===== config.mk =====
export PLATFORM = sky130hd
export DESIGN_NAME = time_scale_envelope_ramp_top
export DESIGN_NICKNAME = d
export VERILOG_FILES = /design/src/rtl/tser_pkg.sv /design/src/rtl/tser_dp.sv /design/src/rtl/tser_ctrl.sv /design/src/rtl/time_scale_envelope_ramp_top.sv
export SDC_FILE = /design/constraint.sdc
export NUM_CORES = 1
export LEC_CHECK = 0
export BUFFER_PORTS_ARGS = -buffer_cell sky130_fd_sc_hd__clkbuf_2
export CAP_MARGIN = 10
export CELL_PAD_IN_SITES_DETAIL_PLACEMENT = 0
export CELL_PAD_IN_SITES_GLOBAL_PLACEMENT = 1
export CORE_UTILIZATION = 40
export CTS_CLUSTER_DIAMETER = 100
export DETAILED_ROUTE_END_ITERATION = 7
export GPL_ROUTABILITY_DRIVEN = 0
export PLACE_DENSITY = 0.78
export SLEW_MARGIN = 40
export SYNTH_ARGS = -nofsm -noshare
export SYNTH_HDL_FRONTEND = slang
export SYNTH_SLANG_ARGS = --single-unit

===== constraint.sdc =====
create_clock -name clk -period 19.6 [get_ports clk]
set_input_delay 0.98 -clock clk [delete_from_list [all_inputs] [get_ports clk]]
set_output_delay 0.98 -clock clk [all_outputs]
set_load 0.005 [all_outputs]

===== src/rtl/tser_pkg.sv =====
// ----------------------------------------------------------------------------
// tser_pkg: shared types and constants of the time-scale envelope ramp
// Payload structs, command and phase codes, register indexes, controller
// states and the control/status bundles between controller and datapath.
// ----------------------------------------------------------------------------
package tser_pkg;

  // Q2.14 unity and rounding half
  localparam logic [15:0] ONE_Q14  = 16'd16384;
  localparam logic [15:0] HALF_Q14 = 16'd8192;
  localparam int unsigned FRAC_W   = 14;

  // Elapsed time saturates at the top of its 25-bit range
  localparam int unsigned ELAPSED_W = 25;
  localparam logic [ELAPSED_W-1:0] ELAPSED_MAX = {ELAPSED_W{1'b1}};

  // Register widths and reset values
  localparam int unsigned DUR_W  = 24;
  localparam int unsigned CFG_W  = 24;
  localparam logic [15:0]      SLOW_SCALE_RST = 16'd8192;
  localparam logic [DUR_W-1:0] ENTER_TIME_RST = 24'd250000;
  localparam logic [DUR_W-1:0] HOLD_TIME_RST  = 24'd1000000;
  localparam logic [DUR_W-1:0] EXIT_TIME_RST  = 24'd250000;

  // Configuration register indexes
  typedef enum logic [1:0] {
    CFG_SLOW_SCALE = 2'd0,
    CFG_ENTER_TIME = 2'd1,
    CFG_HOLD_TIME  = 2'd2,
    CFG_EXIT_TIME  = 2'd3
  } cfg_idx_e;

  // Input commands
  typedef enum logic [1:0] {
    CMD_TICK       = 2'd0,
    CMD_TRIGGER    = 2'd1,
    CMD_BEGIN_EXIT = 2'd2,
    CMD_FORCE_END  = 2'd3
  } cmd_e;

  // Envelope phases
  typedef enum logic [1:0] {
    PH_IDLE  = 2'd0,
    PH_ENTER = 2'd1,
    PH_HOLD  = 2'd2,
    PH_EXIT  = 2'd3
  } phase_e;

  // Controller states
  typedef enum logic [2:0] {
    ST_IDLE,
    ST_DECODE,
    ST_DIV,
    ST_MUL,
    ST_BLEND,
    ST_UPD,
    ST_EMIT
  } state_e;

  // Payloads
  typedef struct packed {
    logic [1:0]  command;
    logic [15:0] delta_time;
  } in_item_t;

  typedef struct packed {
    logic [15:0] time_scale;
    logic [1:0]  phase;
  } out_item_t;

  // Controller to datapath
  typedef struct packed {
    logic load;
    logic div_init;
    logic div_step;
    logic mul;
    logic blend;
    logic commit;
    logic emit;
  } ctl_t;

  // Datapath to controller
  typedef struct packed {
    logic ramp;
    logic frac_full;
    logic div_last;
  } stat_t;

endpackage


===== src/rtl/tser_dp.sv =====
// ----------------------------------------------------------------------------
// tser_dp: envelope datapath
// Configuration registers, envelope state, restoring divider for the ramp
// fraction, blend multiplier and the result payload register.
// ----------------------------------------------------------------------------
module tser_dp (
  input  logic               clk,
  input  logic               rst_n,
  input  logic               cfg_wr_en,
  input  logic [1:0]         cfg_index,
  input  logic [23:0]        cfg_data,
  input  tser_pkg::in_item_t in_data,
  input  tser_pkg::ctl_t     ctl,
  output tser_pkg::stat_t    stat,
  output tser_pkg::out_item_t out_data
);

  localparam int unsigned EW = tser_pkg::ELAPSED_W;
  localparam int unsigned DW = tser_pkg::DUR_W;
  localparam int unsigned FW = tser_pkg::FRAC_W;

  // Configuration
  logic [15:0]   slow_scale_r;
  logic [DW-1:0] enter_time_r;
  logic [DW-1:0] hold_time_r;
  logic [DW-1:0] exit_time_r;

  // Envelope state
  tser_pkg::phase_e phase_r, phase_nxt;
  logic [EW-1:0]    elapsed_r, elapsed_nxt;
  logic [15:0]      scale_r, scale_nxt;

  // Item and arithmetic
  tser_pkg::in_item_t   item_r;
  logic [DW-1:0]        rem_r;
  logic [FW:0]          frac_r;
  logic [3:0]           cnt_r;
  logic signed [32:0]   prod_r;
  logic [15:0]          blend_r;
  tser_pkg::out_item_t  out_r;

  logic [DW-1:0]      dur;
  logic [15:0]        ramp_a;
  logic [15:0]        ramp_b;
  logic [DW:0]        rem_sh;
  logic               q_bit;
  logic signed [16:0] diff;
  logic signed [32:0] acc;
  logic [EW:0]        sum;
  logic [EW-1:0]      acc_time;
  logic               reached;
  tser_pkg::cmd_e     cmd;

  // Write configuration registers
  always_ff @(posedge clk) begin
    if (!rst_n) begin
      slow_scale_r <= tser_pkg::SLOW_SCALE_RST;
      enter_time_r <= tser_pkg::ENTER_TIME_RST;
      hold_time_r  <= tser_pkg::HOLD_TIME_RST;
      exit_time_r  <= tser_pkg::EXIT_TIME_RST;
    end else if (cfg_wr_en) begin
      case (tser_pkg::cfg_idx_e'(cfg_index))
        tser_pkg::CFG_SLOW_SCALE: slow_scale_r <= cfg_data[15:0];
        tser_pkg::CFG_ENTER_TIME: enter_time_r <= cfg_data;
        tser_pkg::CFG_HOLD_TIME:  hold_time_r  <= cfg_data;
        tser_pkg::CFG_EXIT_TIME:  exit_time_r  <= cfg_data;
        default: ;
      endcase
    end
  end

  // Select phase duration and ramp end points
  always_comb begin
    case (phase_r)
      tser_pkg::PH_ENTER: begin
        dur    = enter_time_r;
        ramp_a = tser_pkg::ONE_Q14;
        ramp_b = slow_scale_r;
      end
      tser_pkg::PH_HOLD: begin
        dur    = hold_time_r;
        ramp_a = slow_scale_r;
        ramp_b = slow_scale_r;
      end
      tser_pkg::PH_EXIT: begin
        dur    = exit_time_r;
        ramp_a = slow_scale_r;
        ramp_b = tser_pkg::ONE_Q14;
      end
      default: begin
        dur    = hold_time_r;
        ramp_a = tser_pkg::ONE_Q14;
        ramp_b = tser_pkg::ONE_Q14;
      end
    endcase
  end

  assign cmd = tser_pkg::cmd_e'(item_r.command);

  // Status back to the controller
  assign stat.ramp      = (cmd == tser_pkg::CMD_TICK) &&
                          ((phase_r == tser_pkg::PH_ENTER) || (phase_r == tser_pkg::PH_EXIT));
  assign stat.frac_full = (elapsed_r >= {1'b0, dur});
  assign stat.div_last  = (cnt_r == 4'(FW - 1));

  // One restoring step: fraction bits below unity
  assign rem_sh = {rem_r, 1'b0};
  assign q_bit  = (rem_sh >= {1'b0, dur});

  // Capture item, run divider, multiply and round, and register the result
  always_ff @(posedge clk) begin
    if (ctl.load) begin
      item_r <= in_data;
    end
    if (ctl.div_init) begin
      rem_r  <= elapsed_r[DW-1:0];
      frac_r <= stat.frac_full ? (FW+1)'(tser_pkg::ONE_Q14) : '0;
      cnt_r  <= '0;
    end else if (ctl.div_step) begin
      rem_r  <= q_bit ? DW'(rem_sh - {1'b0, dur}) : rem_sh[DW-1:0];
      frac_r <= {frac_r[FW-1:0], q_bit};
      cnt_r  <= cnt_r + 4'd1;
    end
    if (ctl.mul) begin
      prod_r <= diff * $signed({1'b0, frac_r});
    end
    if (ctl.blend) begin
      blend_r <= acc[29:14];
    end
    if (ctl.emit) begin
      out_r.time_scale <= scale_r;
      out_r.phase      <= phase_r;
    end
  end

  assign diff = $signed({1'b0, ramp_b}) - $signed({1'b0, ramp_a});
  assign acc  = $signed({3'b000, ramp_a, 14'b0}) + prod_r +
                $signed({17'b0, tser_pkg::HALF_Q14});

  // Accumulate elapsed time with saturation
  assign sum      = {1'b0, elapsed_r} + {(EW+1-16)'(0), item_r.delta_time};
  assign acc_time = sum[EW] ? tser_pkg::ELAPSED_MAX : sum[EW-1:0];
  assign reached  = (acc_time >= {1'b0, dur});

  // Envelope state update
  always_comb begin
    phase_nxt   = phase_r;
    elapsed_nxt = elapsed_r;
    scale_nxt   = scale_r;
    case (cmd)
      tser_pkg::CMD_TRIGGER: begin
        elapsed_nxt = '0;
        phase_nxt   = tser_pkg::PH_ENTER;
      end
      tser_pkg::CMD_BEGIN_EXIT: begin
        phase_nxt = tser_pkg::PH_EXIT;
      end
      tser_pkg::CMD_FORCE_END: begin
        scale_nxt = tser_pkg::ONE_Q14;
        phase_nxt = tser_pkg::PH_IDLE;
      end
      default: begin
        case (phase_r)
          tser_pkg::PH_ENTER: begin
            if (reached) begin
              scale_nxt   = slow_scale_r;
              elapsed_nxt = '0;
              phase_nxt   = tser_pkg::PH_HOLD;
            end else begin
              scale_nxt   = blend_r;
              elapsed_nxt = acc_time;
            end
          end
          tser_pkg::PH_HOLD: begin
            scale_nxt = slow_scale_r;
            if (reached) begin
              elapsed_nxt = '0;
              phase_nxt   = tser_pkg::PH_EXIT;
            end else begin
              elapsed_nxt = acc_time;
            end
          end
          tser_pkg::PH_EXIT: begin
            elapsed_nxt = acc_time;
            if (reached) begin
              scale_nxt = tser_pkg::ONE_Q14;
              phase_nxt = tser_pkg::PH_IDLE;
            end else begin
              scale_nxt = blend_r;
            end
          end
          default: ;
        endcase
      end
    endcase
  end

  // Hold envelope state
  always_ff @(posedge clk) begin
    if (!rst_n) begin
      phase_r   <= tser_pkg::PH_IDLE;
      elapsed_r <= '0;
      scale_r   <= tser_pkg::ONE_Q14;
    end else if (ctl.commit) begin
      phase_r   <= phase_nxt;
      elapsed_r <= elapsed_nxt;
      scale_r   <= scale_nxt;
    end
  end

  assign out_data = out_r;

endmodule


===== src/rtl/tser_ctrl.sv =====
// ----------------------------------------------------------------------------
// tser_ctrl: envelope controller
// Sequences one item through decode, division and blend for a ramp tick,
// state update and emit, and owns the input stall and the result valid.
// ----------------------------------------------------------------------------
module tser_ctrl (
  input  logic            clk,
  input  logic            rst_n,
  input  logic            in_valid,
  output logic            in_stall,
  output logic            out_valid,
  input  logic            out_stall,
  input  tser_pkg::stat_t stat,
  output tser_pkg::ctl_t  ctl
);

  tser_pkg::state_e state_r, state_nxt;
  logic             out_valid_r, out_valid_nxt;
  logic             in_xfer;
  logic             out_free;

  assign in_xfer  = in_valid && !in_stall;
  assign out_free = !out_valid_r || !out_stall;

  // Next state
  always_comb begin
    state_nxt = state_r;
    case (state_r)
      tser_pkg::ST_IDLE:   if (in_xfer) state_nxt = tser_pkg::ST_DECODE;
      tser_pkg::ST_DECODE: begin
        if (!stat.ramp) begin
          state_nxt = tser_pkg::ST_UPD;
        end else if (stat.frac_full) begin
          state_nxt = tser_pkg::ST_MUL;
        end else begin
          state_nxt = tser_pkg::ST_DIV;
        end
      end
      tser_pkg::ST_DIV:    if (stat.div_last) state_nxt = tser_pkg::ST_MUL;
      tser_pkg::ST_MUL:    state_nxt = tser_pkg::ST_BLEND;
      tser_pkg::ST_BLEND:  state_nxt = tser_pkg::ST_UPD;
      tser_pkg::ST_UPD:    state_nxt = tser_pkg::ST_EMIT;
      tser_pkg::ST_EMIT:   if (out_free) state_nxt = tser_pkg::ST_IDLE;
      default:             state_nxt = tser_pkg::ST_IDLE;
    endcase
  end

  // Outputs per state
  always_comb begin
    ctl      = '0;
    in_stall = 1'b1;
    case (state_r)
      tser_pkg::ST_IDLE: begin
        in_stall = 1'b0;
        ctl.load = in_valid;
      end
      tser_pkg::ST_DECODE: ctl.div_init = 1'b1;
      tser_pkg::ST_DIV:    ctl.div_step = 1'b1;
      tser_pkg::ST_MUL:    ctl.mul      = 1'b1;
      tser_pkg::ST_BLEND:  ctl.blend    = 1'b1;
      tser_pkg::ST_UPD:    ctl.commit   = 1'b1;
      tser_pkg::ST_EMIT:   ctl.emit     = out_free;
      default: ;
    endcase
  end

  // Set valid on emit, drop it after the transfer
  always_comb begin
    out_valid_nxt = out_valid_r;
    if (ctl.emit) begin
      out_valid_nxt = 1'b1;
    end else if (out_valid_r && !out_stall) begin
      out_valid_nxt = 1'b0;
    end
  end

  always_ff @(posedge clk) begin
    if (!rst_n) begin
      state_r     <= tser_pkg::ST_IDLE;
      out_valid_r <= 1'b0;
    end else begin
      state_r     <= state_nxt;
      out_valid_r <= out_valid_nxt;
    end
  end

  assign out_valid = out_valid_r;

`ifndef SYNTHESIS
  a_accept_decodes: assert property (@(posedge clk) disable iff (!rst_n)
    in_xfer |=> state_r == tser_pkg::ST_DECODE)
    else $error("accepted item did not reach decode");

  a_div_ends: assert property (@(posedge clk) disable iff (!rst_n)
    (state_r == tser_pkg::ST_DIV) && stat.div_last |=> state_r == tser_pkg::ST_MUL)
    else $error("divider did not hand over to multiply");

  a_emit_sets_valid: assert property (@(posedge clk) disable iff (!rst_n)
    ctl.emit |=> out_valid_r)
    else $error("emitted result not presented");

  a_wait_on_stall: assert property (@(posedge clk) disable iff (!rst_n)
    (state_r == tser_pkg::ST_EMIT) && out_valid_r && out_stall |=>
      state_r == tser_pkg::ST_EMIT)
    else $error("result emitted over a stalled one");
`endif

endmodule


===== src/rtl/time_scale_envelope_ramp_top.sv =====
// ----------------------------------------------------------------------------
// time_scale_envelope_ramp_top: attack/hold/release time-scale envelope
// Linear enter and exit ramps between 1.0 and the slow scale in Q2.14, with
// a hold at the slow scale, driven by tick, trigger, exit and end commands.
//
//   channel | direction | handshake            | payload
//   --------+-----------+----------------------+----------------------------
//   in      | input     | in_valid / in_stall  | in_item_t  (command, delta)
//   out     | output    | out_valid / out_stall| out_item_t (scale, phase)
//   cfg     | input     | cfg_wr_en            | cfg_index, cfg_data
//
// A ramp tick goes from transfer through decode, 14 steps of the restoring
// fraction divider, multiply, round, update and emit; a tick whose position
// is already at unity skips the divider. Other items go through decode,
// update and emit. One item is in flight at a time; input stalls while busy.
// A finished result waits in the output register; the next item completes
// only after it is taken. Reset is synchronous and needs no clearing pass.
// ----------------------------------------------------------------------------
module time_scale_envelope_ramp_top (
  input  logic                clk,
  input  logic                rst_n,
  input  logic                cfg_wr_en,
  input  logic [1:0]          cfg_index,
  input  logic [23:0]         cfg_data,
  input  logic                in_valid,
  output logic                in_stall,
  input  tser_pkg::in_item_t  in_data,
  output logic                out_valid,
  input  logic                out_stall,
  output tser_pkg::out_item_t out_data
);

  tser_pkg::ctl_t  ctl;
  tser_pkg::stat_t stat;

  // Sequence items
  tser_ctrl u_ctrl (
    .clk       (clk),
    .rst_n     (rst_n),
    .in_valid  (in_valid),
    .in_stall  (in_stall),
    .out_valid (out_valid),
    .out_stall (out_stall),
    .stat      (stat),
    .ctl       (ctl)
  );

  // Compute the envelope
  tser_dp u_dp (
    .clk       (clk),
    .rst_n     (rst_n),
    .cfg_wr_en (cfg_wr_en),
    .cfg_index (cfg_index),
    .cfg_data  (cfg_data),
    .in_data   (in_data),
    .ctl       (ctl),
    .stat      (stat),
    .out_data  (out_data)
  );

endmodule


==> metrics, run 1 <==
type of origin of the critical path flop; placed cell areas roughly 0.025 mm^2; Yosys cell types 83; PD cells around 140 mW/mm^2; Ports 69; H-Tree Depth 1; minimum clock period ~10 ns; Antenna diodes 0; top cell type's share of synthesized area between 20% and 30%; core area about 0.058 mm^2; synthesized cell area about 0.023 mm^2; Area Overhead vs Synth 9.59%; worst relative slew slack approximately 43%; sequential-to-total area share from yosys stat 25.7%; Crit Path Class flop to flop; RSZ-0062 raised after global routing no; Max Slew Vio Count 0; PostCTS Resize Cnt 0; f_max between 0.09 and 0.1 GHz; Post-Layout Cell Count 3,404; dpl cells approximately 3,400; Mapped Avg Cell Area roughly 9 um^2; Starting Density between 40 and 50%; Synth area leaders fa_1 (21%), edfxtp_1 (14%), dfxtp_1 (12%); Die Span Y between 200 and 250 um; nets@finish ~3,100; Syn Nets slightly above 3,000; Final Skew 0.0148 ns; asr flop ratio synth 0%; crit share post-route 52.3%; design area approximately 0.026 mm^2; largest net degree at the start of global routing between 90 and 100; Lkg Pwr about 12 nW; number of synthesized flops with an enable pin 108; vias in the first global route 19,020; Setup WS pre-CTS ~9.4 ns; cell taking the most area after synthesis fa_1; drt first pass iters 5; CTS Buf Count 29; Crit-path slowest cell dfxtp_1; crit path DAT about 11 ns; status complete, no violations; Post CTS Setup Buffer Count 0; clock net sink count about 250; DRC viols 0; post-layout util between 40 and 50%; clock buffer depth 3; post-DR vias/cell 5.34; CP required 19.94 ns; gr usage total 21.0%; drt total wl around 62,000 um; number of routed nets with antenna violations 0; initial antenna violation count 0; DR vias between 15,000 and 20,000; Final Hold Viols 0; Most Frequent Cell on Critical Path fa_1; Setup WS post-layout roughly 9.3 ns; die width around 240 um; # hold bufs at CTS 0; CTS tree done; Synth Flop Type dfxtp_1; setup_tns 0 ns; hold_ws 0.431 ns; slew of the pin with the lowest slew margin 0.859 ns; Crit. End Element flop; Final setup viols 0; Cell Rows 88; overall die area about 0.06 mm^2; Post-DP HPWL roughly 47,000 um; share of layout cells above drive strength 1 under 10%; initial DRC count around 1,000; crit path max fanout 21; Max IR drop VDD between 0.0002 and 0.0003 V; wire length of the first global-routing pass about 100,000 um; WL/cell between 15 and 20 um; Filler cells 5,476; Overflow after GRT 0; Synth Warn # 0; max-cap violations 0; later-pin clock latency in the skew report 0.59 ns; Clock transition at path regs 0.06 ns; Post-Synthesis Cells 2,593; number of port buffers between 60 and 70; Pwr Total approximately 3.6 mW; max incr delay on CP ~0.73 ns; root buffer cell clkbuf_16; Hold Crit Class flop to flop; synthesized flop and latch total between 200 and 250
## cells by family (layout without fill, tap and decap cells)
| kind of cell | count (synthesis) | count (layout) | share of synthesized area [%] |
|---|---|---|---|
| adder cells (fa/ha/maj) | 446 | 446 | 31.5 |
| XOR/XNOR | 91 | 91 | 3.39 |
| AO/OA/AOI/OAI | 476 | 476 | 13.9 |
| multiplexers | 23 | 23 | 1.00 |
| buffers and inverters | 468 | 514 | 7.65 |
| flip-flops | 247 | 247 | 25.7 |
| AND/OR/NAND/NOR | 842 | 842 | 16.8 |
## per-layer routing
layer	part of all wire (%)	global-route usage (%)	wire (um)
met5	0	0	0
met4	3.9	8.60	2420
met3	4.1	2.32	2560
met2	50	37.2	30800
met1	42	25.9	26100
## state kept, by name, indices dropped and copies added, names as in the netlist, 16 cells and up
name,count
u_dp.prod_r,17
u_dp.out_data,18
u_dp.slow_scale_r,16
u_dp.hold_time_r,24
u_dp.rem_r,24
u_dp.enter_time_r,24
u_dp.scale_r,16
u_dp.elapsed_r,25
u_dp.exit_time_r,24
u_dp.item_r,16
u_dp.blend_r,16
## cell type report
type	count	area (um^2)	area share, %
multi-input cells	1878	15800	61.4
flip-flops and latches	247	6030	23.4
inverters	361	1360	5.27
well taps	765	957	3.72
clock buffers	37	833	3.24
repair buffers	99	577	2.24
clock inverters	17	191	0.744
## power by group
part | switching (mW) | leakage [nW] | total [mW] | internal (mW)
clock network | 0.236 | 0.509 | 0.579 | 0.343
logic | 1.31 | 8.87 | 2.33 | 1.02
registers | 0.0458 | 2.17 | 0.727 | 0.681
total | 1.59 | 11.5 | 3.63 | 2.05
## cell usage after synthesis (4+ instances only)
| cell | count |
|---|---|
| nand2_1 | 409 |
| inv_1 | 360 |
| fa_1 | 242 |
| ha_1 | 204 |
| dfxtp_1 | 139 |
| and2_1 | 129 |
| a21oi_1 | 127 |
| edfxtp_1 | 108 |
| clkbuf_1 | 102 |
| nor2_1 | 95 |
| a21boi_0 | 72 |
| xnor2_1 | 65 |
| nand3_1 | 59 |
| o21ai_0 | 47 |
| nor2b_1 | 46 |
| a21o_1 | 37 |
| xor2_1 | 26 |
| a211oi_1 | 24 |
| a22o_1 | 24 |
| a32oi_1 | 22 |
| nand4_1 | 20 |
| o21a_1 | 20 |
| mux2i_1 | 19 |
| nor3_1 | 17 |
| and3_1 | 16 |
| nand2b_1 | 14 |
| a31oi_1 | 11 |
| or2_2 | 9 |
| a21boi_1 | 8 |
| o21ai_1 | 8 |
| o21bai_1 | 8 |
| o211ai_1 | 7 |
| o31ai_1 | 7 |
| nor4_1 | 5 |
| a211o_1 | 4 |
| a32o_1 | 4 |
| nor3b_1 | 4 |
| o31a_1 | 4 |
| or3_1 | 4 |
## critical path: cells and delay by family (launching register included)
kind / cells / cell delay (ns)
xor gates and xnor gates: 2 / 0.70
DFF: 1 / 0.73
adders and majority gates: 9 / 4.17
and+or+nand+nor: 3 / 0.60
AOI/OAI and AO/OA: 13 / 3.67
buffers and inverters: 3 / 0.14
## cells in the final DEF, fill, tap and decap left out, types with 16 or more instances in the layout
cell / Yosys / final
nor2b_1: 46 / 45
xor2_1: 26 / 25
inv_1: 360 / 360
and2_1: 129 / 129
nand3_1: 59 / 57
xnor2_1: 65 / 63
edfxtp_1: 108 / 108
nand2_1: 409 / 409
nor3_1: 17 / 16
a32oi_1: 22 / 22
a211oi_1: 24 / 23
a21oi_1: 127 / 124
a21boi_0: 72 / 72
a22o_1: 24 / 24
nor2_1: 95 / 94
o21ai_0: 47 / 47
nand4_1: 20 / 20
clkbuf_2: 0 / 67
buf_4: 1 / 30
fa_1: 242 / 242
ha_1: 204 / 204
clkbuf_16: 0 / 32
dfxtp_1: 139 / 139
mux2i_1: 19 / 18
o21a_1: 20 / 20
a21o_1: 37 / 37
## final timing paths
kind	startpoint	endpoint	slack [ns]	cells past startpoint
worst max-delay path	u_dp.phase_r[1]	u_dp.prod_r[28]	9.35	30
worst min-delay path	u_dp.scale_r[1]	u_dp.out_data[3]	0.43	0
worst max register to register	u_dp.phase_r[1]	u_dp.prod_r[28]	9.35	30
worst min register to register	u_dp.scale_r[1]	u_dp.out_data[3]	0.43	0
Power figures use the tool's default switching activity.
==> run 2, diff against run 1 <==
clock period = 9.45 ns   (was 19.6 ns; I/O delays follow)
==> metrics, run 2 (synthesis gave the netlist of run 1 again) <==
Die Span Y 244 um (unchanged); met3 Use GR 1.87% (-0.45 points); minimum clock period 8.95 ns (-1.31 ns); largest net degree at the start of global routing 65 (-34%); multi-input logic area 0.0158 mm^2 (about the same); max reg flops 25 (unchanged); number of routed nets with antenna violations 0 (unchanged); max-cap violations 0 (unchanged); Post-DP HPWL 47,000 um (about the same); crit path max fanout 16 (-24%); type of origin of the critical path flop; status complete, no violations; DR vias 18,141 (-0.18%); CP required 9.78 ns (-10.16 ns); Max IR drop VDD 0.000998 V (+240%); CTS Buf Count 29 (unchanged); clock buffer depth 3 (unchanged); share of layout cells above drive strength 1 7.98% (+0.86 points); die width 244 um (unchanged); Clock transition at path regs 0.07 ns (about the same); Final Hold Viols 0 (unchanged); M2 GR Usage 37.7% (+0.48 points); met1 Usage GRT 25.8% (-0.15 points); nets@finish 3,128 (+0.55%); PD cells 296 mW/mm^2 (+110%); number of port buffers 68 (unchanged); Area Overhead vs Synth 9.84%; Starting Density 40.6% (unchanged); Final Skew 0.0142 ns (-0.000662 ns); wire length of the first global-routing pass 99,600 um (-0.91%); Crit Path Class flop to flop; core area 0.0578 mm^2 (unchanged); Final setup viols 0 (unchanged); initial DRC count 922 (-9.7%); slew of the pin with the lowest slew margin 0.817 ns (-0.0423 ns); later-pin clock latency in the skew report 0.58 ns (about the same); Crit. End Element flop; global routing's busiest layer met2; commonest non-fill, non-tap cell in the layout nand2_1; overall die area 0.0597 mm^2 (unchanged); post-layout util 44.6% (+0.10 points); CTS tree done; Ports 69 (unchanged); worst relative slew slack 45.5% (+2.8 points); most frequent cells in the layout nand2_1 (409), inv_1 (358), fa_1 (241); f_max 0.112 GHz (+15%); Antenna diodes 0 (unchanged); clock net sink count 247 (unchanged); crit share post-route 94.7% (+42 points); Crit-path slowest cell fa_1; Max Slew Vio Count 0 (unchanged); drt total wl 61,200 um (-1.1%); max incr delay on CP 0.55 ns (-0.18 ns); switching power 3.33 mW (+110%); Most Frequent Cell on Critical Path fa_1; Cell Rows 88 (unchanged); DRC viols 0 (unchanged); drt first pass iters 5 (unchanged); Flop pwr share 19.6% (-0.4 points); # hold bufs at CTS 0 (unchanged); initial antenna violation count 0 (unchanged); setup_tns 0 ns (unchanged); crit path DAT 9.27 ns (-1.32 ns); Gate power share 65.7% (+1.6 points); vias in the first global route 18,823 (-1.0%); Net Sw Frac 43.6% (-0.062 points); Lkg Pwr 11.6 nW (+0.44%); area taken by flip-flops and latches 0.00603 mm^2 (about the same); Overflow after GRT 0 (unchanged); root buffer cell clkbuf_16; post-DR vias/cell 5.30 (-0.68%); Pwr Total 7.63 mW (+110%); Internal Power 4.30 mW (+110%); WL/cell 17.9 um (-1.6%); Clk pwr share 14.7% (-1.2 points); Filler cells 5,565 (+1.6%); Hold Crit Class primary input to flop; gr usage total 20.8% (-0.17 points); RSZ-0062 raised after global routing no; largest reg by FF count u_dp.elapsed_r; H-Tree Depth 1 (unchanged)
-- run 2: cell types whose count changed in the layout (fill, tap and decap cells not counted), sizes merged --
cell | before | now
clkinvlp | 1 | 2
bufinv | 3 | 0
clkbuf | 104 | 108
inv | 363 | 364
clkinv | 11 | 8
buf | 32 | 49
-- run 2: worst max-delay path, delay by kind of cell, from the launching register on --
family,cells,cell delay [ns]
flops,1,0.37
compound gates,13,2.99
buf+inv,7,0.66
simple gates,3,0.52
xor+xnor,2,0.26
fa+ha+maj,9,3.87
-- run 2: power groups by stage --
stage,clock network (mW),registers (mW),logic (mW)
floorplan,0,1.47,3.91
global placement,0,1.51,4.76
detailed placement,0,1.52,4.90
CTS,1.15,1.50,4.94
global route,1.19,1.51,5.76
finish,1.12,1.50,5.01
-- run 2: final timing paths --
check                  startpoint                to  slack, ns  cells after the start
setup / recovery  u_dp.phase_r[0]   u_dp.prod_r[28]       0.50                     34
setup reg to reg  u_dp.phase_r[0]   u_dp.prod_r[28]       0.50                     34
hold reg to reg   u_dp.scale_r[1]  u_dp.out_data[3]       0.43                      0
hold / removal         in_data[6]    u_dp.item_r[6]       0.08                      1
-- run 2: layout make-up --
cell class	count	area share [%]
multi-input cells	1878	61.2
flip-flops and latches	247	23.4
inverters	361	5.27
well taps	765	3.71
clock buffers	41	3.38
repair buffers	116	2.73
clock inverters	13	0.349
-- run 2: metal layers --
layer | share of wire, % | wire length (um) | up-vias
met5 | 0 | 0 | -
met4 | 3.4 | 2080 | 0
met2 | 51 | 31000 | 398
met3 | 3.9 | 2390 | 107
li1 | - | - | 8654
met1 | 42 | 25700 | 8982
-- run 2: repair_timing --
| item | 4_1_cts | 5_1_grt |
|---|---|---|
| setup buffers | 0 | 5 |
| setup endpoints to repair | 0 | 8 |
| gates resized for setup | 0 | 10 |
-- run 2: per-stage QoR --
step	cells	setup WS [ns]	cell area [um^2]	hold WS [ns]
final	3421	0.503	25800	0.0783
after global routing	3421	0.000511	25800	0.0615
after floorplan	2593	0.384	23500	0.409
after global placement	3360	0.338	24700	0.418
after CTS	3416	0.196	25700	0.0538
after detailed placement	3362	0.246	24700	0.416
